## src/sv/multichannel_sample_frame_deframer_core_defines.svh

```systemverilog
// ----------------------------------------------------------------------------
// Deframer assertion macros
// Shared concurrent assertion forms, clocked and reset-qualified.
// ----------------------------------------------------------------------------
`ifndef MULTICHANNEL_SAMPLE_FRAME_DEFRAMER_CORE_DEFINES_SVH
`define MULTICHANNEL_SAMPLE_FRAME_DEFRAMER_CORE_DEFINES_SVH

// Implication property sampled on the rising clock, disabled during reset.
`define MFD_ASSERT(lbl, clk, rst, prop, msg) \
   lbl: assert property (@(posedge clk) disable iff (rst) (prop)) else $error(msg);

// Condition that must never be true outside reset.
`define MFD_NEVER(lbl, clk, rst, cond, msg) \
   lbl: assert property (@(posedge clk) disable iff (rst) !(cond)) else $error(msg);

`endif

```

## src/sv/mfd_pkg.sv

```systemverilog
`timescale 1ns / 1ps
// ----------------------------------------------------------------------------
// Deframer package
// Widths, defaults and shared types of the sample frame deframer.
// ----------------------------------------------------------------------------
package mfd_pkg;

   localparam int BYTE_W       = 8;
   localparam int SAMPLE_W     = 24;
   localparam int CHAN_W       = 4;
   localparam int CHANNELS_DEF = 16;

   typedef logic [BYTE_W-1:0]          byte_type;
   typedef logic signed [SAMPLE_W-1:0] sample_type;
   typedef logic [CHAN_W-1:0]          chan_type;

endpackage

```

## src/sv/mfd_store.sv

```systemverilog
`timescale 1ns / 1ps
// ----------------------------------------------------------------------------
// Sample store
// One-write, one-read synchronous memory holding the samples of a frame.
// ----------------------------------------------------------------------------
module mfd_store
   import mfd_pkg::*;
#(
   parameter int DEPTH = CHANNELS_DEF,
   parameter int AW    = 4
) (
   input  logic          clock,
   input  logic          wr_en,
   input  logic [AW-1:0] wr_addr,
   input  sample_type    wr_data,
   input  logic          rd_en,
   input  logic [AW-1:0] rd_addr,
   output sample_type    rd_data
);

   sample_type mem [DEPTH];
   sample_type rd_data_ff;

   always_ff @(posedge clock) begin
      if (wr_en) begin
         mem[wr_addr] <= wr_data;
      end
   end

   always_ff @(posedge clock) begin
      if (rd_en) begin
         rd_data_ff <= mem[rd_addr];
      end
   end

   assign rd_data = rd_data_ff;

endmodule

```

## src/sv/mfd_parser.sv

```systemverilog
`timescale 1ns / 1ps
// ----------------------------------------------------------------------------
// Frame parser
// Byte-wise header hunt, sample assembly, checksum and trailer handling.
// ----------------------------------------------------------------------------
module mfd_parser
   import mfd_pkg::*;
#(
   parameter int CHANNELS = CHANNELS_DEF,
   parameter int AW       = 4
) (
   input  logic          clock,
   input  logic          reset,
   input  logic          byte_valid,
   input  byte_type      byte_data,
   input  logic          byte_ready,
   output logic          wr_en,
   output logic [AW-1:0] wr_addr,
   output sample_type    wr_data,
   output logic          start
);

   localparam logic [2:0] PH_HUNT_FIRST  = 3'd0;
   localparam logic [2:0] PH_HUNT_SECOND = 3'd1;
   localparam logic [2:0] PH_PAYLOAD     = 3'd2;
   localparam logic [2:0] PH_CHECK       = 3'd3;
   localparam logic [2:0] PH_TRAILER     = 3'd4;

   localparam byte_type      HDR_FIRST  = 8'hBB;
   localparam byte_type      HDR_SECOND = 8'hAA;
   localparam logic [AW-1:0] IDX_LAST   = AW'(CHANNELS - 1);

   localparam logic [1:0] POS_HIGH = 2'd0;
   localparam logic [1:0] POS_MID  = 2'd1;
   localparam logic [1:0] POS_LOW  = 2'd2;

   logic [2:0]    phase_ff, phase_in;
   logic [AW-1:0] idx_ff, idx_in;
   logic [1:0]    pos_ff, pos_in;
   byte_type      sum_ff, sum_in;
   logic [15:0]   partial_ff, partial_in;
   logic          take;

   assign take = byte_valid && byte_ready;

   always_comb begin
      phase_in   = phase_ff;
      idx_in     = idx_ff;
      pos_in     = pos_ff;
      sum_in     = sum_ff;
      partial_in = partial_ff;
      wr_en      = 1'b0;
      wr_addr    = idx_ff;
      wr_data    = {partial_ff, byte_data};
      start      = 1'b0;
      if (take) begin
         unique case (phase_ff)
            PH_HUNT_SECOND: begin
               if (byte_data == HDR_SECOND) begin
                  phase_in   = PH_PAYLOAD;
                  idx_in     = '0;
                  pos_in     = POS_HIGH;
                  sum_in     = '0;
                  partial_in = '0;
               end else if (byte_data == HDR_FIRST) begin
                  phase_in = PH_HUNT_SECOND;
               end else begin
                  phase_in = PH_HUNT_FIRST;
               end
            end
            PH_PAYLOAD: begin
               sum_in = sum_ff + byte_data;
               case (pos_ff)
                  POS_HIGH: begin
                     partial_in = {byte_data, 8'h00};
                     pos_in     = POS_MID;
                  end
                  POS_MID: begin
                     partial_in = {partial_ff[15:8], byte_data};
                     pos_in     = POS_LOW;
                  end
                  default: begin
                     wr_en  = 1'b1;
                     pos_in = POS_HIGH;
                     idx_in = idx_ff + 1'b1;
                     if (idx_ff == IDX_LAST) begin
                        phase_in = PH_CHECK;
                     end
                  end
               endcase
            end
            PH_CHECK: begin
               // The checksum byte is the bitwise inverse of the payload sum.
               start    = (byte_data == ~sum_ff);
               phase_in = PH_TRAILER;
            end
            PH_TRAILER: begin
               phase_in = PH_HUNT_FIRST;
            end
            default: begin
               phase_in = (byte_data == HDR_FIRST) ? PH_HUNT_SECOND : PH_HUNT_FIRST;
            end
         endcase
      end
   end

   always_ff @(posedge clock) begin
      if (reset) begin
         phase_ff   <= PH_HUNT_FIRST;
         idx_ff     <= '0;
         pos_ff     <= POS_HIGH;
         sum_ff     <= '0;
         partial_ff <= '0;
      end else begin
         phase_ff   <= phase_in;
         idx_ff     <= idx_in;
         pos_ff     <= pos_in;
         sum_ff     <= sum_in;
         partial_ff <= partial_in;
      end
   end

endmodule

```

## src/sv/mfd_emit.sv

```systemverilog
`timescale 1ns / 1ps
`include "multichannel_sample_frame_deframer_core_defines.svh"
// ----------------------------------------------------------------------------
// Sample emitter
// Reads a verified frame from the store and sends one sample per transaction.
// ----------------------------------------------------------------------------
module mfd_emit
   import mfd_pkg::*;
#(
   parameter int CHANNELS = CHANNELS_DEF,
   parameter int AW       = 4
) (
   input  logic          clock,
   input  logic          reset,
   input  logic          start,
   output logic          idle,
   output logic          rd_en,
   output logic [AW-1:0] rd_addr,
   input  sample_type    rd_data,
   output logic          rsp_valid,
   input  logic          rsp_ready,
   output chan_type      rsp_channel,
   output sample_type    rsp_sample,
   output logic          rsp_last
);

   localparam logic [1:0] ST_IDLE  = 2'd0;
   localparam logic [1:0] ST_FETCH = 2'd1;
   localparam logic [1:0] ST_SHOW  = 2'd2;

   localparam logic [AW-1:0] IDX_LAST = AW'(CHANNELS - 1);

   logic [1:0]    state_ff, state_in;
   logic [AW-1:0] idx_ff, idx_in;
   logic          valid_ff, valid_in;
   sample_type    sample_ff, sample_in;

   always_comb begin
      state_in  = state_ff;
      idx_in    = idx_ff;
      valid_in  = valid_ff;
      sample_in = sample_ff;
      rd_en     = 1'b0;
      rd_addr   = idx_ff;
      unique case (state_ff)
         ST_IDLE: begin
            if (start) begin
               rd_en    = 1'b1;
               rd_addr  = '0;
               idx_in   = '0;
               state_in = ST_FETCH;
            end
         end
         ST_FETCH: begin
            sample_in = rd_data;
            valid_in  = 1'b1;
            state_in  = ST_SHOW;
         end
         ST_SHOW: begin
            if (rsp_ready) begin
               valid_in = 1'b0;
               if (idx_ff == IDX_LAST) begin
                  state_in = ST_IDLE;
               end else begin
                  // Fetch the next channel as soon as this one is taken.
                  rd_en    = 1'b1;
                  rd_addr  = idx_ff + 1'b1;
                  idx_in   = idx_ff + 1'b1;
                  state_in = ST_FETCH;
               end
            end
         end
         default: begin
            valid_in = 1'b0;
            state_in = ST_IDLE;
         end
      endcase
   end

   always_ff @(posedge clock) begin
      if (reset) begin
         state_ff <= ST_IDLE;
         idx_ff   <= '0;
         valid_ff <= 1'b0;
      end else begin
         state_ff <= state_in;
         idx_ff   <= idx_in;
         valid_ff <= valid_in;
      end
   end

   always_ff @(posedge clock) begin
      sample_ff <= sample_in;
   end

   assign idle        = (state_ff == ST_IDLE);
   assign rsp_valid   = valid_ff;
   assign rsp_sample  = sample_ff;
   assign rsp_channel = CHAN_W'(idx_ff);
   assign rsp_last    = (idx_ff == IDX_LAST);

   `MFD_ASSERT(a_start_when_idle, clock, reset, start |-> state_ff == ST_IDLE, "frame start while busy")
   `MFD_ASSERT(a_fetch_then_show, clock, reset, state_ff == ST_FETCH |=> (state_ff == ST_SHOW && valid_ff), "fetched sample not presented")
   `MFD_ASSERT(a_last_ends_burst, clock, reset, (valid_ff && rsp_ready && rsp_last) |=> (state_ff == ST_IDLE && !valid_ff), "burst continues after last sample")
   `MFD_NEVER(a_valid_only_in_show, clock, reset, valid_ff && state_ff != ST_SHOW, "output valid outside show state")

endmodule

```

## src/sv/multichannel_sample_frame_deframer_core.sv

```systemverilog
`timescale 1ns / 1ps
// Frame start: a matching checksum byte starts the emitter, which reads the first sample
// from the store in its fetch state and then offers it registered in its show state.
// Throughput: one byte per cycle while parsing; a verified frame is sent as a burst
// of CHANNELS samples, each read from the store and then held on the output until the
// consumer takes it, and no byte is accepted until the burst ends.
// Reset (synchronous) returns the parser to the header hunt and empties the output;
// the sample store is not cleared, since every entry is written before it is read.
// ----------------------------------------------------------------------------
// Multichannel sample frame deframer
// Finds 0xBB 0xAA framed payloads of 24-bit samples, checks the inverted-sum
// checksum and emits the 24-bit signed samples of each verified frame.
// ----------------------------------------------------------------------------
module multichannel_sample_frame_deframer_core
   import mfd_pkg::*;
#(
   parameter int CHANNELS = CHANNELS_DEF
) (
   input  logic       clock,
   input  logic       reset,
   input  logic       req_valid,
   output logic       req_ready,
   input  byte_type   req_rx_byte,
   output logic       rsp_valid,
   input  logic       rsp_ready,
   output chan_type   rsp_channel,
   output sample_type rsp_sample,
   output logic       rsp_last
);

   localparam int AW = (CHANNELS > 1) ? $clog2(CHANNELS) : 1;

   logic          wr_en;
   logic [AW-1:0] wr_addr;
   sample_type    wr_data;
   logic          rd_en;
   logic [AW-1:0] rd_addr;
   sample_type    rd_data;
   logic          start;
   logic          emit_idle;

   assign req_ready = emit_idle;

   mfd_parser #(
      .CHANNELS (CHANNELS),
      .AW       (AW)
   ) u_parser (
      .clock      (clock),
      .reset      (reset),
      .byte_valid (req_valid),
      .byte_data  (req_rx_byte),
      .byte_ready (req_ready),
      .wr_en      (wr_en),
      .wr_addr    (wr_addr),
      .wr_data    (wr_data),
      .start      (start)
   );

   mfd_store #(
      .DEPTH (CHANNELS),
      .AW    (AW)
   ) u_store (
      .clock   (clock),
      .wr_en   (wr_en),
      .wr_addr (wr_addr),
      .wr_data (wr_data),
      .rd_en   (rd_en),
      .rd_addr (rd_addr),
      .rd_data (rd_data)
   );

   mfd_emit #(
      .CHANNELS (CHANNELS),
      .AW       (AW)
   ) u_emit (
      .clock       (clock),
      .reset       (reset),
      .start       (start),
      .idle        (emit_idle),
      .rd_en       (rd_en),
      .rd_addr     (rd_addr),
      .rd_data     (rd_data),
      .rsp_valid   (rsp_valid),
      .rsp_ready   (rsp_ready),
      .rsp_channel (rsp_channel),
      .rsp_sample  (rsp_sample),
      .rsp_last    (rsp_last)
   );

endmodule

```

## config.mk

```make
export PLATFORM = sky130hd
export DESIGN_NAME = multichannel_sample_frame_deframer_core
export DESIGN_NICKNAME = d
export VERILOG_FILES = /design/src/sv/mfd_pkg.sv /design/src/sv/mfd_store.sv /design/src/sv/mfd_parser.sv /design/src/sv/mfd_emit.sv /design/src/sv/multichannel_sample_frame_deframer_core.sv
export VERILOG_INCLUDE_DIRS = /design/src /design/src/sv
export SDC_FILE = /design/constraint.sdc
export NUM_CORES = 1
export LEC_CHECK = 0
export ABC_AREA = 1
export BUFFER_PORTS_ARGS = -buffer_cell sky130_fd_sc_hd__buf_2
export CORE_MARGIN = 2
export CORE_UTILIZATION = 40
export CTS_CLUSTER_SIZE = 8
export DETAILED_ROUTE_END_ITERATION = 7
export SLEW_MARGIN = 20
export SYNTH_ARGS = -nofsm -noshare
export SYNTH_HDL_FRONTEND = slang
export SYNTH_SLANG_ARGS = --single-unit
```

## constraint.sdc

```tcl
create_clock -name clock -period 3.4 [get_ports clock]
set_input_delay 0.17 -clock clock [delete_from_list [all_inputs] [get_ports clock]]
set_output_delay 0.17 -clock clock [all_outputs]
set_load 0.005 [all_outputs]
```

# After elaboration in Yosys (flattened, before gate mapping)
# Memories as Yosys holds them, arrays and structs flattened. A register that Yosys moved wholly into a read port is not among the register bits.
# Index checks and enable logic that the tools add are counted.
[word_totals] word_cells=85 in_bits=12 regBits=64 ram_bits=384 memories=1
[op_classes] n_reduce_logical=12 n_eq_ne=20 muxes=37 add_sub_neg=3 n_bitwise=2
[memory_table] name="u_store.mem" words=16 width=24 rd=1 rd_ports_with_merged_regs=1 wr=1 line_no="mfd_store.sv:21" text="sample_type mem [DEPTH];"
[ops] operator="16-bit case mux with 2 select lines" count=2
[ops] operator="4-bit two-way mux" count=5
[ops] operator="8-bit == test (second input constant)" count=2
[ops] operator="16-bit two-way mux" count=1
[ops] operator="4-bit case mux with 2 select lines" count=2
[ops] operator="8-bit case mux with 2 select lines" count=1
[ops] operator="1-bit two-way mux" count=13
[ops] operator="3-bit case mux with 4 select lines" count=1
[ops] operator="3-bit two-way mux" count=3
[ops] operator="4-bit by 1-bit adder with 4-bit output (second input constant)" count=2
[ops] operator="8-bit adder" count=1
[ops] operator="4-bit == test (second input constant)" count=2
[ops] operator="8-bit == test" count=1
[ops] operator="8-bit two-way mux" count=1
[ops] operator="2-bit != test (second input constant)" count=4
[ops] operator="8-bit inverter" count=1
[ops] operator="2-bit case mux with 2 select lines" count=2
[ops] operator="4-bit AND reduction" count=2
[ops] operator="3-bit by 2-bit == test with 1-bit output (second input constant)" count=2
[ops] operator="2-bit two-way mux" count=3
[ops] operator="2-bit by 1-bit != test with 1-bit output (second input constant)" count=3
[ops] operator="2-bit case mux with 3 select lines" count=1
[ops] operator="3-bit AND reduction" count=2
[ops] operator="5-bit AND reduction" count=1
[ops] operator="13 further kinds" count=16

# Logic depth before layout (Yosys ltp)
# Gate-level depths: netlist (run 1).
[logic_depth] ltp_word=7 mapped_depth=15

# Modules after synthesis
# A second synthesis (run 1) with hierarchy kept.
[hier_totals] cells_unflattened=1953 hier_area_um2=20170.6
[by_module_without_submodules] mod="mfd_store" area_per_inst_um2=17191.5 cells_each=1597 seq_area_each_um2=12251.8 n_inst=1
[by_module_without_submodules] mod="mfd_parser" area_per_inst_um2=1864.3 cells_each=275 seq_area_each_um2=660.6 n_inst=1
[by_module_without_submodules] mod="mfd_emit" area_per_inst_um2=1114.8 cells_each=81 seq_area_each_um2=860.8 n_inst=1

# Least setup slack after synthesis (run 1)
# No wires, ideal clock.
[synth_timing] path_kind="reg-to-reg" from="register u_parser.phase_ff[1]" to="memory u_store.mem[15][0] in the netlist's numbering, enable pin" setup_time_ps=466 path_slack_ps=-342 path_buffers=0 arrival_ps=3276 path_stages_with_launch=9 path_cell_list="dfxtp_1 -> inv_2 -> nor2_1 -> inv_1 -> nor2_2 -> inv_2 -> nor2_4 -> inv_2 -> nor4_1"
[synth_between] elab_chain_len=5
[synth_rtl] item="from (decl)" line_no="mfd_parser.sv:37" text="logic [2:0] phase_ff, phase_in;"
[synth_rtl] item="from (signal assigned)" line_no="mfd_parser.sv:115" text="phase_ff <= phase_in;"
[synth_rtl] item="3-bit by 2-bit == test with 1-bit output" line_no="mfd_parser.sv:57" text="unique case (phase_ff)"
[synth_rtl] item="1-bit two-way mux" line_no="mfd_parser.sv:57"
[synth_rtl] item="1-bit two-way mux" line_no="mfd_parser.sv:56" text="if (take) begin"
[synth_rtl] item="1-bit two-way mux" line_no="mfd_store.sv:25" text="if (wr_en) begin"
[synth_rtl] item="1-bit two-way mux (not written as such)" line_no="mfd_store.sv:26" text="mem[wr_addr] <= wr_data;"
[synth_rtl] item="to (decl)" line_no="mfd_store.sv:21"
# No other way between the ends.

# Final worst setup path (run 1)
[layout_timing] from="register u_emit.idx_ff[1], in the netlist u_emit.rsp_channel[1]" to="register u_store.rd_data_ff[11], in the netlist u_store.rd_data[11], read port of u_store.mem, data pin"
[layout_between] elab_chain_len=4
[layout_rtl] item="from (decl)" line_no="mfd_emit.sv:34" text="logic [AW-1:0] idx_ff, idx_in;"
[layout_rtl] item="from (signal assigned)" line_no="mfd_emit.sv:87" text="idx_ff <= idx_in;"
[layout_rtl] item="4-bit by 1-bit adder with 4-bit output or 4-bit == test (tied branches)" line_no="mfd_emit.sv:67, mfd_emit.sv:62"
[layout_rtl] item="4-bit two-way mux or 1-bit two-way mux (tied branches) (2 in series)"
[layout_rtl] item="4-bit case mux with 2 select lines or 1-bit case mux with 2 select lines (tied branches)" line_no="mfd_emit.sv:45" text="unique case (state_ff)"
[layout_rtl] item="to (decl)" line_no="mfd_store.sv:22" text="sample_type rd_data_ff;"
# Parallel ways exist; a longest one is shown, timed or not.
# A chain may end at the register's enable or synchronous reset.

==> impl_metrics.json, run 1 <==
{
  "drtAntennaViolNets": 0,
  "fin_crit_ns": 2.741,
  "die_h_um": 228.0,
  "maxCapViolCount": 0,
  "clock_path_buffers": 3,
  "gp_congestion": 0.8651,
  "slew_violations": 0,
  "drc": 0,
  "power.density_mw_per_mm2": 545.6,
  "firstDrtPassIters": 8,
  "syn_inst": 1832,
  "design.die.area_mm2": 0.05199,
  "rows": 82,
  "setup_tns_ns": 0,
  "worstSkewPairLatency_ns": 0.58,
  "grt_pass1_wl_mm": 80.09,
  "drive_gt1_share_pct": 11.58,
  "cts_root_buf": "clkbuf_16",
  "whs_endpoint": "u_parser.sum_ff[0]",
  "setup_viol": 0,
  "crit_fanout": 73,
  "r2r_setup_slack_ns": 0.66,
  "dp_hpwl_mm": 26.44,
  "hp-start": "req_valid",
  "outcome": "complete, no violations",
  "arrival_ns": 3.05,
  "antenna_cells_inserted": 0,
  "grt_max_degree": 97,
  "worst_pin_slew_ns": 0.7504,
  "regToRegStartpoint": "u_emit.rsp_channel[1]",
  "p_total_mw": 12.61,
  "ir_worst_vdd_uv": 280.5,
  "cts_tree": "built",
  "end_kind": "flop",
  "syn_nets": 1857,
  "num_vias": 13573,
  "htree_levels": 3,
  "finalCritPeriodShare_pct": 80.62,
  "syn-cell-area_mm2": 0.02007,
  "port_buffers": 42,
  "area_delta_synth_final_pct": 15.11,
  "yosysSeqAreaShare_pct": 68.61,
  "max-slew-margin-rel_pct": 49.98,
  "drt_iter0_drc": 1357,
  "initial_core_util_pct": 40.26,
  "final_cell_area_mm2": 0.02311,
  "grt_overflow": 0,
  "ys_warn_count": 0,
  "io_pins": 43,
  "post_drt_wl_per_cell_um": 20.18,
  "gr-usage-all-layers_pct": 20.19,
  "totalWireLength_mm": 52.43,
  "nNetsFinal": 1915,
  "placed_area_mm2": 0.02116,
  "timing.fmax_mhz": 364.8,
  "antenna_found_initial": 2,
  "synth_seq_cells": 472,
  "syn_avg_cell_area_um2": 10.96,
  "whs_path_depth": 5,
  "multi_input_area_mm2": 0.005310,
  "critPathLaunch": "u_emit.rsp_channel[1]",
  "ff_latch_area_mm2": 0.01377,
  "cp.required_ns": 3.71,
  "yosys.cell_types.count": 37,
  "worstSetupStartpointType": "flop",
  "cts_sinks": 472,
  "synth_largest_area_cell": "edfxtp_1",
  "hold_path.class": "in2reg",
  "path_class": "reg2reg",
  "r2r_cells": 11,
  "rsz0062_at_grt": "no",
  "fp.dieW_um": 228.0,
  "nFillCells": 4590,
  "clk_transition_reported_paths_ns": 0.06,
  "p_leak_nw": 8.971,
  "numCtsBuffers": 68,
  "synth.area.top_cells": "edfxtp_1, nand2_1, nand3_1",
  "final_hold_viol_count": 0,
  "grt_pass1_vias": 13324,
  "fin_worst_skew_ns": 0.02090,
  "synth_top_area_share_pct": 64.62,
  "vias_per_cell": 5.224,
  "r2r-end": "u_store.rd_data[11]",
  "coreArea_mm2": 0.04986
}
## routing by layer
metal | vias to the layer above | track usage (%) | wire [um]
li1 | 6387 | - | -
met2 | 542 | 31.90 | 24000
met4 | 0 | 6.127 | 996
met1 | 6569 | 28.75 | 23450
met3 | 75 | 3.275 | 3983
met5 | - | 0 | 0
## where the power goes
| group | internal, mW | switching (mW) | leakage (nW) |
|---|---|---|---|
| Clock | 3.76 | 2.39 | 0.924 |
| Combinational | 0.0322 | 0.0993 | 3.75 |
| Sequential | 6.31 | 0.0214 | 4.30 |
| Total | 10.1 | 2.51 | 8.97 |
## worst max-delay path: stages (launching register included)
cell and delay, ns:
dfxtp_1 0.46, ha_1 0.25, nand3_1 0.19, nand4_1 0.24
nand2_1 0.16, inv_6 0.26, buf_12 0.38, nand3_1 0.13
nand3_1 0.11, nand3_1 0.08, nand3_1 0.10, nand2_1 0.08
## sequential cells by signal, summed over array words and instances, names as in the netlist
signal               flops
u_emit.rsp_valid         1
u_emit.state_ff          2
u_parser.wr_addr         4
u_store.mem            384
u_parser.sum_ff          8
u_parser.partial_ff     16
u_emit.rsp_sample       24
u_parser.phase_ff        3
u_parser.pos_ff          2
u_emit.rsp_channel       4
u_store.rd_data         24
## through the flow
stage	hold WS, ns	instances	utilization [%]	setup slack, ns
2_1_floorplan	0.2689	1832	-	0.6768
6_report	0.05568	2598	46.34	0.6588
5_1_grt	0.05015	2598	46.34	0.4158
3_3_place_gp	0.4036	2490	42.43	0.6781
4_1_cts	0.02619	2597	46.30	0.6775
3_5_place_dp	0.4062	2490	42.43	0.6131
## cell usage in the layout (no fill, tap or decap), drive strengths merged
| master | Yosys | final |
|---|---|---|
| a21oi | 41 | 41 |
| a31oi | 1 | 1 |
| a41oi | 1 | 1 |
| buf | 87 | 89 |
| clkbuf | 15 | 101 |
| clkinv | 0 | 2 |
| dfxtp | 40 | 40 |
| dlygate4sd3 | 0 | 1 |
| edfxtp | 432 | 432 |
| fa | 1 | 1 |
| ha | 12 | 12 |
| inv | 136 | 139 |
| nand2 | 577 | 577 |
| nand3 | 417 | 417 |
| nand4 | 3 | 3 |
| nor2 | 42 | 42 |
| nor3 | 3 | 3 |
| nor4 | 2 | 2 |
| o211ai | 2 | 2 |
| o21a | 1 | 1 |
| o21ai | 10 | 10 |
| o221ai | 1 | 1 |
| or2 | 2 | 2 |
| xnor2 | 1 | 1 |
| xor2 | 5 | 5 |
## final cells by class
type,instances,area share [%]
tap,672,3.639
timing repair buffer,90,3.238
inverter,136,2.236
clock buffer,101,8.084
multi-input combinational,1122,22.98
sequential,472,59.60
clock inverter,5,0.2220
## cell usage after synthesis (all sizes together)
cell,n
nand2,577
edfxtp,432
nand3,417
inv,136
buf,87
nor2,42
a21oi,41
dfxtp,40
clkbuf,15
ha,12
o21ai,10
xor2,5
nand4,3
nor3,3
nor4,2
o211ai,2
or2,2
a31oi,1
a41oi,1
fa,1
o21a,1
o221ai,1
xnor2,1
## how the worst max path moves through the flow
stage / end / slack (ns)
2_1_floorplan: u_store.mem[15][0] / 0.68
3_3_place_gp: u_store.rd_data[22] / 0.68
3_5_place_dp: u_store.rd_data[4] / 0.61
4_1_cts: u_store.mem[6][22] / 0.68
5_1_grt: u_store.mem[10][20] / 0.42
6_report: u_store.rd_data[11] / 0.66
## what timing repair did
item                                   in CTS  in global routing
endpoints found under the hold margin       1                  0
resized for setup                           0                  0
hold buffers                                1                  0
setup endpoints to repair                   0                  0
setup buffers                               0                  0
## cell families after synthesis
| group | count (synthesis) | share of synthesized area (%) |
|---|---|---|
| flops | 472 | 68.61 |
| simple gates | 1046 | 23.01 |
| fa+ha+maj | 13 | 0.8477 |
| xor+xnor | 6 | 0.2618 |
| buf+inv | 238 | 5.747 |
| compound gates | 57 | 1.521 |
(Power assumes the default switching activity.)
==> run 2, diff against run 1 <==
--- a/config.mk
+++ b/config.mk
@@ -6,7 +6,7 @@
 export SDC_FILE = /design/constraint.sdc
 export NUM_CORES = 1
 export LEC_CHECK = 0
-export ABC_AREA = 1
+export ABC_AREA = 0
 export BUFFER_PORTS_ARGS = -buffer_cell sky130_fd_sc_hd__buf_2
 export CORE_MARGIN = 2
 export CORE_UTILIZATION = 40
==> constraint.sdc (replaced) <==
create_clock -name clock -period 2.6 [get_ports clock]
set_input_delay 0.13 -clock clock [delete_from_list [all_inputs] [get_ports clock]]
set_output_delay 0.13 -clock clock [all_outputs]
set_load 0.005 [all_outputs]
==> run 2 against run 1 <==
- the flow now finishes with violations (setup timing)
- die area fell by 8.1%
- global-route usage fell by 1.3 points
- design area is 2.7% higher
- clock power grew 30%
==> impl_metrics.json, run 2 <==
{
  "p_switching_mw": 3.133,
  "synth_largest_area_cell": "edfxtp_1",
  "synthArstFlopShare_pct": 0,
  "crit_fanout": 7,
  "grt_max_degree": 41,
  "grt_pass1_wl_mm": 66.17,
  "port_buffers": 42,
  "final_core_utilization_pct": 52.30,
  "largest_register_ffs": 384,
  "setup_ws_ns": -0.1004,
  "final_hold_viol_count": 0,
  "final_common_cell": "edfxtp_1",
  "p_leak_nw": 7.628,
  "pwr-share-comb_pct": 0.8,
  "numCtsBuffers": 68,
  "fin_cells": 1960,
  "area_delta_synth_final_pct": 28.84,
  "timing.fmax_mhz": 370.3,
  "fp.dieW_um": 218.6,
  "gr-usage-all-layers_pct": 18.91,
  "dp.cells": 1797,
  "firstDrtPassIters": 5,
  "grt_overflow": 0,
  "syn_avg_cell_area_um2": 16.78,
  "antenna_found_initial": 0,
  "hold_path.class": "in2reg",
  "preCtsSetupSlack_ns": -0.2534,
  "fin_crit_ns": 2.700,
  "coreArea_mm2": 0.04538,
  "ir_worst_vdd_uv": 543.4,
  "path_class": "reg2reg",
  "fin_worst_skew_ns": 0.01888,
  "violations": "setup timing",
  "setup_viol": 22,
  "cp.required_ns": 2.99,
  "drtAntennaViolNets": 0,
  "syn_inst": 1098,
  "maxCapViolCount": 0,
  "synth_edf_count": 432,
  "setup_tns_ns": -0.7806,
  "vias_per_cell": 5.331,
  "grt_pass1_vias": 10489,
  "initial_core_util_pct": 40.60,
  "final_cell_mix": "edfxtp_1, mux2i_1, buf_4",
  "fin_hold_ws_ns": 0.01779,
  "worstSkewPairLatency_ns": 0.57,
  "drive_gt1_share_pct": 28.90,
  "end_kind": "flop",
  "arrival_ns": 3.09,
  "synth_top_area_share_pct": 70.42,
  "drt_iter0_drc": 888,
  "slew_violations": 0,
  "path_cells": "ha_4 > and3_4 > buf_6 > or3_4 > a22oi_2 > buf_12 > buf_16 > buf_8 > mux2i_1 > a221o_1 > a211oi_2",
  "syn_nets": 1123,
  "worst_pin_slew_ns": 0.7972,
  "outcome": "finished with violations",
  "die_h_um": 218.6,
  "cp_slowest_cell": "a221o_1",
  "largest-register": "u_store.mem",
  "io_pins": 43,
  "rows": 78,
  "synth_seq_cells": 472,
  "switching_share_pct": 19.20,
  "p_seq_share_pct": 50.3,
  "yosys.cell_types.count": 49,
  "max-slew-margin-rel_pct": 46.85,
  "synthTopCellsByCount": "edfxtp_1, mux2i_1, nand2_1",
  "ys.flop_type": "edfxtp_1",
  "power.density_mw_per_mm2": 687.6,
  "synth.area.top_cells": "edfxtp_1, mux2i_1, dfxtp_1",
  "gp_congestion": 0.7790,
  "yosysSeqAreaShare_pct": 74.76,
  "antenna_cells_inserted": 0,
  "post_drt_wl_per_cell_um": 23.03,
  "totalWireLength_mm": 45.14,
  "worstSetupStartpointType": "flop",
  "cts_root_buf": "clkbuf_16",
  "p_clk_share_pct": 48.9,
  "clock_path_buffers": 3,
  "critPathTopFamily": "compound AO/OA/AOI/OAI gates",
  "cellInternalPower_mw": 13.19,
  "path_buf_inv": 4,
  "cts_sinks": 472,
  "nNetsFinal": 1354,
  "syn-cell-area_mm2": 0.01842,
  "htree_levels": 3,
  "dp_hpwl_mm": 23.94,
  "finalCritPeriodShare_pct": 103.9,
  "rsz0062_at_grt": "yes",
  "cts_tree": "built",
  "design.die.area_mm2": 0.04779,
  "ys_warn_count": 0,
  "cp_slowest_stage_delay_ns": 0.37,
  "num_vias": 10448,
  "drc": 0,
  "yosysMostFrequentCell": "edfxtp_1",
  "clk_transition_reported_paths_ns": 0.05
}
-- run 2: cell families (layout without fill, tap and decap cells) --
group	count (synthesis)	after routing	share of synthesized area, %
compound gates	149	149	6.703
mux	171	171	9.318
fa+ha+maj	13	13	0.9236
flops	472	472	74.76
simple gates	228	228	6.011
xor+xnor	9	9	0.4278
buf+inv	56	318	1.854
-- run 2: metal layers --
layer,wire length [um],track usage (%),share of wire (%)
met5,0,0,0
met4,924,6.168,2.0
met1,19750,25.70,44
met2,21950,30.98,49
met3,2520,3.132,5.6
-- run 2: timing repair --
item / 4_1_cts / 5_1_grt
endpoints found under the setup margin: 24 / 24
hold endpoints to repair: 4 / 0
resized for setup: 61 / 40
hold buffers: 2 / 0
buffers inserted: 27 / 21
gates cloned: 11 / 4
pin swaps: 46 / 38
-- run 2: worst paths after layout --
check                              from              endpoint  slack [ns]  cells after the start
setup / recovery  u_emit.rsp_channel[0]   u_store.rd_data[16]       -0.10                     11
hold reg to reg      u_store.rd_data[7]  u_emit.rsp_sample[7]        0.40                      0
setup reg to reg  u_emit.rsp_channel[0]   u_store.rd_data[16]       -0.10                     11
hold / removal           req_rx_byte[0]    u_parser.sum_ff[0]        0.02                      4
-- run 2: worst reg2reg max path: cells and delay by family (launching register included) --
family                     cells  cell delay, ns
muxes                          1            0.09
adders and majority gates      1            0.17
DFF                            1            0.34
and+or+nand+nor                2            0.50
AOI/OAI and AO/OA              3            0.85
buffers and inverters          4            0.60
-- run 2: cell type report --
cell class	count	area [um^2]
Fill cell	3612	21650
Sequential cell	472	13780
Timing Repair Buffer	213	2430
Clock buffer	97	1874
Inverter	4	15.01
Multi-Input combinational cell	570	4835
Tap cell	600	750.7
Clock inverter	4	50.05
-- run 2: through the flow --
step,instance area [um^2],power [mW]
finish,23740,16.32
global route,23740,16.76
CTS,23290,16.45
detailed placement,20510,8.461
global placement,20510,8.459
floorplan,18450,8.381
-- run 2: power by group through the flow --
stage               Combinational [mW]  Clock (mW)  Sequential, mW
finish                           0.123        7.99            8.21
global placement                 0.107           0            8.35
detailed placement               0.109           0            8.35
floorplan                       0.0284           0            8.35
global route                     0.132        8.43            8.20
CTS                              0.115        8.13            8.21
==> run 3, diff against run 2 <==
--- a/config.mk
+++ b/config.mk
@@ -10,6 +10,7 @@
 export BUFFER_PORTS_ARGS = -buffer_cell sky130_fd_sc_hd__buf_2
 export CORE_MARGIN = 2
 export CORE_UTILIZATION = 40
+export CTS_BUF_LIST = sky130_fd_sc_hd__clkbuf_8
 export CTS_CLUSTER_SIZE = 8
 export DETAILED_ROUTE_END_ITERATION = 7
 export SLEW_MARGIN = 20
==> run 3 against run 2 <==
- fmax decreased by 1.4%
- critical endpoint is now u_store.rd_data[9]
- die area unchanged
- highest routed layer unchanged
- global-route usage decreased by 0.15 points
- routed wire length down 0.73%
- the flow still finishes with violations (setup timing)
==> impl_metrics.json, run 3 (synthesis gave the netlist of run 2 again) <==
{
  "gr-usage-all-layers_pct": 18.76,
  "slew_violations": 0,
  "final_cell_mix": "edfxtp_1, mux2i_1, buf_4",
  "end_kind": "flop",
  "firstDrtPassIters": 6,
  "hold_path.class": "in2reg",
  "maxCapViolCount": 0,
  "rows": 78,
  "whs_endpoint": "u_store.mem[6][6]",
  "timing.fmax_mhz": 365.2,
  "initial_core_util_pct": 40.60,
  "grt_pass1_wl_mm": 65.51,
  "rsz0062_at_grt": "yes",
  "totalWireLength_mm": 44.81,
  "gp_congestion": 0.7790,
  "grt_overflow": 0,
  "io_pins": 43,
  "port_buffers": 42,
  "setup_ws_ns": -0.1381,
  "drc": 0,
  "antenna_found_initial": 0,
  "path_class": "reg2reg",
  "setup_viol": 20,
  "path_cells": "ha_4 > and3_4 > buf_6 > or3_4 > a22oi_2 > buf_6 > buf_12 > buf_12 > buf_12 > mux2i_1 > a221o_1 > a211oi_2",
  "vias_per_cell": 5.281,
  "antenna_cells_inserted": 0,
  "post_drt_wl_per_cell_um": 22.51,
  "r2r-end": "u_store.rd_data[9]",
  "drive_gt1_share_pct": 28.83,
  "cpMostUsedCell": "buf_12",
  "violations": "setup timing",
  "fin_crit_ns": 2.738,
  "worstSetupStartpointType": "flop",
  "largest_register_ffs": 384,
  "worstSkewPairLatency_ns": 0.62,
  "fin_cells": 1991,
  "cts_tree": "built",
  "power.density_mw_per_mm2": 625.7,
  "cp_slowest_cell": "a221o_1",
  "area_delta_synth_final_pct": 25.48,
  "hp-start": "req_rx_byte[6]",
  "largest-register": "u_store.mem",
  "crit_fanout": 8,
  "p_leak_nw": 7.485,
  "nNetsFinal": 1361,
  "regToRegStartpoint": "u_emit.rsp_channel[1]",
  "cts_sinks": 472,
  "final_common_cell": "edfxtp_1",
  "fp.dieW_um": 218.6,
  "drt_iter0_drc": 803,
  "setup_tns_ns": -1.167,
  "grt_max_degree": 41,
  "max-slew-margin-rel_pct": 46.24,
  "fin_worst_skew_ns": 0.03153,
  "final_hold_viol_count": 0,
  "numCtsBuffers": 79,
  "cts_root_buf": "clkbuf_8",
  "drtAntennaViolNets": 0,
  "grt_pass1_vias": 10527,
  "design.die.area_mm2": 0.04779,
  "arrival_ns": 3.18,
  "outcome": "finished with violations",
  "r2r_cells": 12,
  "finalCritPeriodShare_pct": 105.3,
  "r2r_setup_slack_ns": -0.14,
  "critPathTopFamily": "compound AO/OA/AOI/OAI gates",
  "dp_hpwl_mm": 23.94,
  "preCtsSetupSlack_ns": -0.2534,
  "cp.required_ns": 3.04,
  "dp.cells": 1797,
  "clock_path_buffers": 3,
  "worst_pin_slew_ns": 0.8064,
  "num_vias": 10515,
  "htree_levels": 3,
  "ir_worst_vdd_uv": 353.2,
  "path_buf_inv": 5,
  "cp_slowest_stage_delay_ns": 0.38,
  "whs_path_depth": 2,
  "die_h_um": 218.6,
  "clk_transition_reported_paths_ns": 0.06,
  "coreArea_mm2": 0.04538
}
==> run 3: cell types whose count changed in the layout (fill, tap and decap cells not counted), sizes merged <==
cell / delta
buf: -8
bufinv: +3
clkbuf: -12
clkinv: +19
clkinvlp: +3
dlygate4sd3: +4
inv: +22
==> run 3: metal layers <==
layer / routed length, um / global-route usage, % / share of wire, %
met3: 2779 / 3.563 / 6.2
met1: 19680 / 25.74 / 44
met4: 925 / 6.531 / 2.1
met5: 0 / 0 / 0
met2: 21430 / 29.93 / 48
==> run 3: worst max path at each step <==
stage / startpoint / endpoint / slack, ns / cells past startpoint
after global placement: u_parser.sum_ff[6] / u_store.rd_data[23] / -0.23 / 12
after detailed placement: u_parser.sum_ff[6] / u_store.rd_data[23] / -0.25 / 12
after CTS: u_parser.sum_ff[0] / u_store.rd_data[13] / -0.16 / 13
after global routing: u_emit.rsp_channel[1] / u_store.rd_data[8] / -0.23 / 14
after floorplan: u_emit.state_ff[0] / u_store.mem[11][0] / -0.19 / 6
final: u_emit.rsp_channel[1] / u_store.rd_data[9] / -0.14 / 12
==> run 3: metrics by stage <==
step                      util [%]  power [mW]  instance area, um^2  hold WS (ns)
after global placement       45.20       8.459                20510        0.4004
final                        50.94       14.46                23120       0.06638
after floorplan                  -       8.381                18450        0.2289
after CTS                    49.89       14.61                22640      0.001544
after global routing         50.94       14.94                23120       0.04153
after detailed placement     45.20       8.461                20510        0.4054
==> run 3: worst reg2reg max path, delay by kind of cell (launching register included) <==
family	cells	cell delay (ns)
fa+ha+maj	1	0.16
flops	1	0.33
buf+inv	5	0.67
mux	1	0.08
compound gates	3	0.80
simple gates	2	0.52
==> run 3: timing repair <==
action / CTS / global route
setup endpoints to repair: 24 / 24
hold buffers: 6 / 0
gates resized for setup: 50 / 54
buffers inserted: 18 / 29
pin swaps: 40 / 45
cloned: 8 / 4
endpoints found under the hold margin: 42 / 0
==> run 3: area by class of cell <==
| type | instances | area [um^2] |
|---|---|---|
| Inverter | 4 | 15.01 |
| Multi-Input combinational cell | 570 | 4795 |
| Tap cell | 600 | 750.7 |
| Clock buffer | 85 | 1170 |
| Sequential cell | 472 | 13780 |
| Timing Repair Buffer | 209 | 2312 |
| Fill cell | 3687 | 22270 |
| Clock inverter | 51 | 291.5 |
==> run 3: where the power goes <==
| part | total, mW | internal (mW) | switching [mW] |
|---|---|---|---|
| clock network | 6.14 | 3.29 | 2.85 |
| registers | 8.19 | 8.19 | 0.00127 |
| logic | 0.128 | 0.0422 | 0.0858 |
| total | 14.5 | 11.5 | 2.94 |
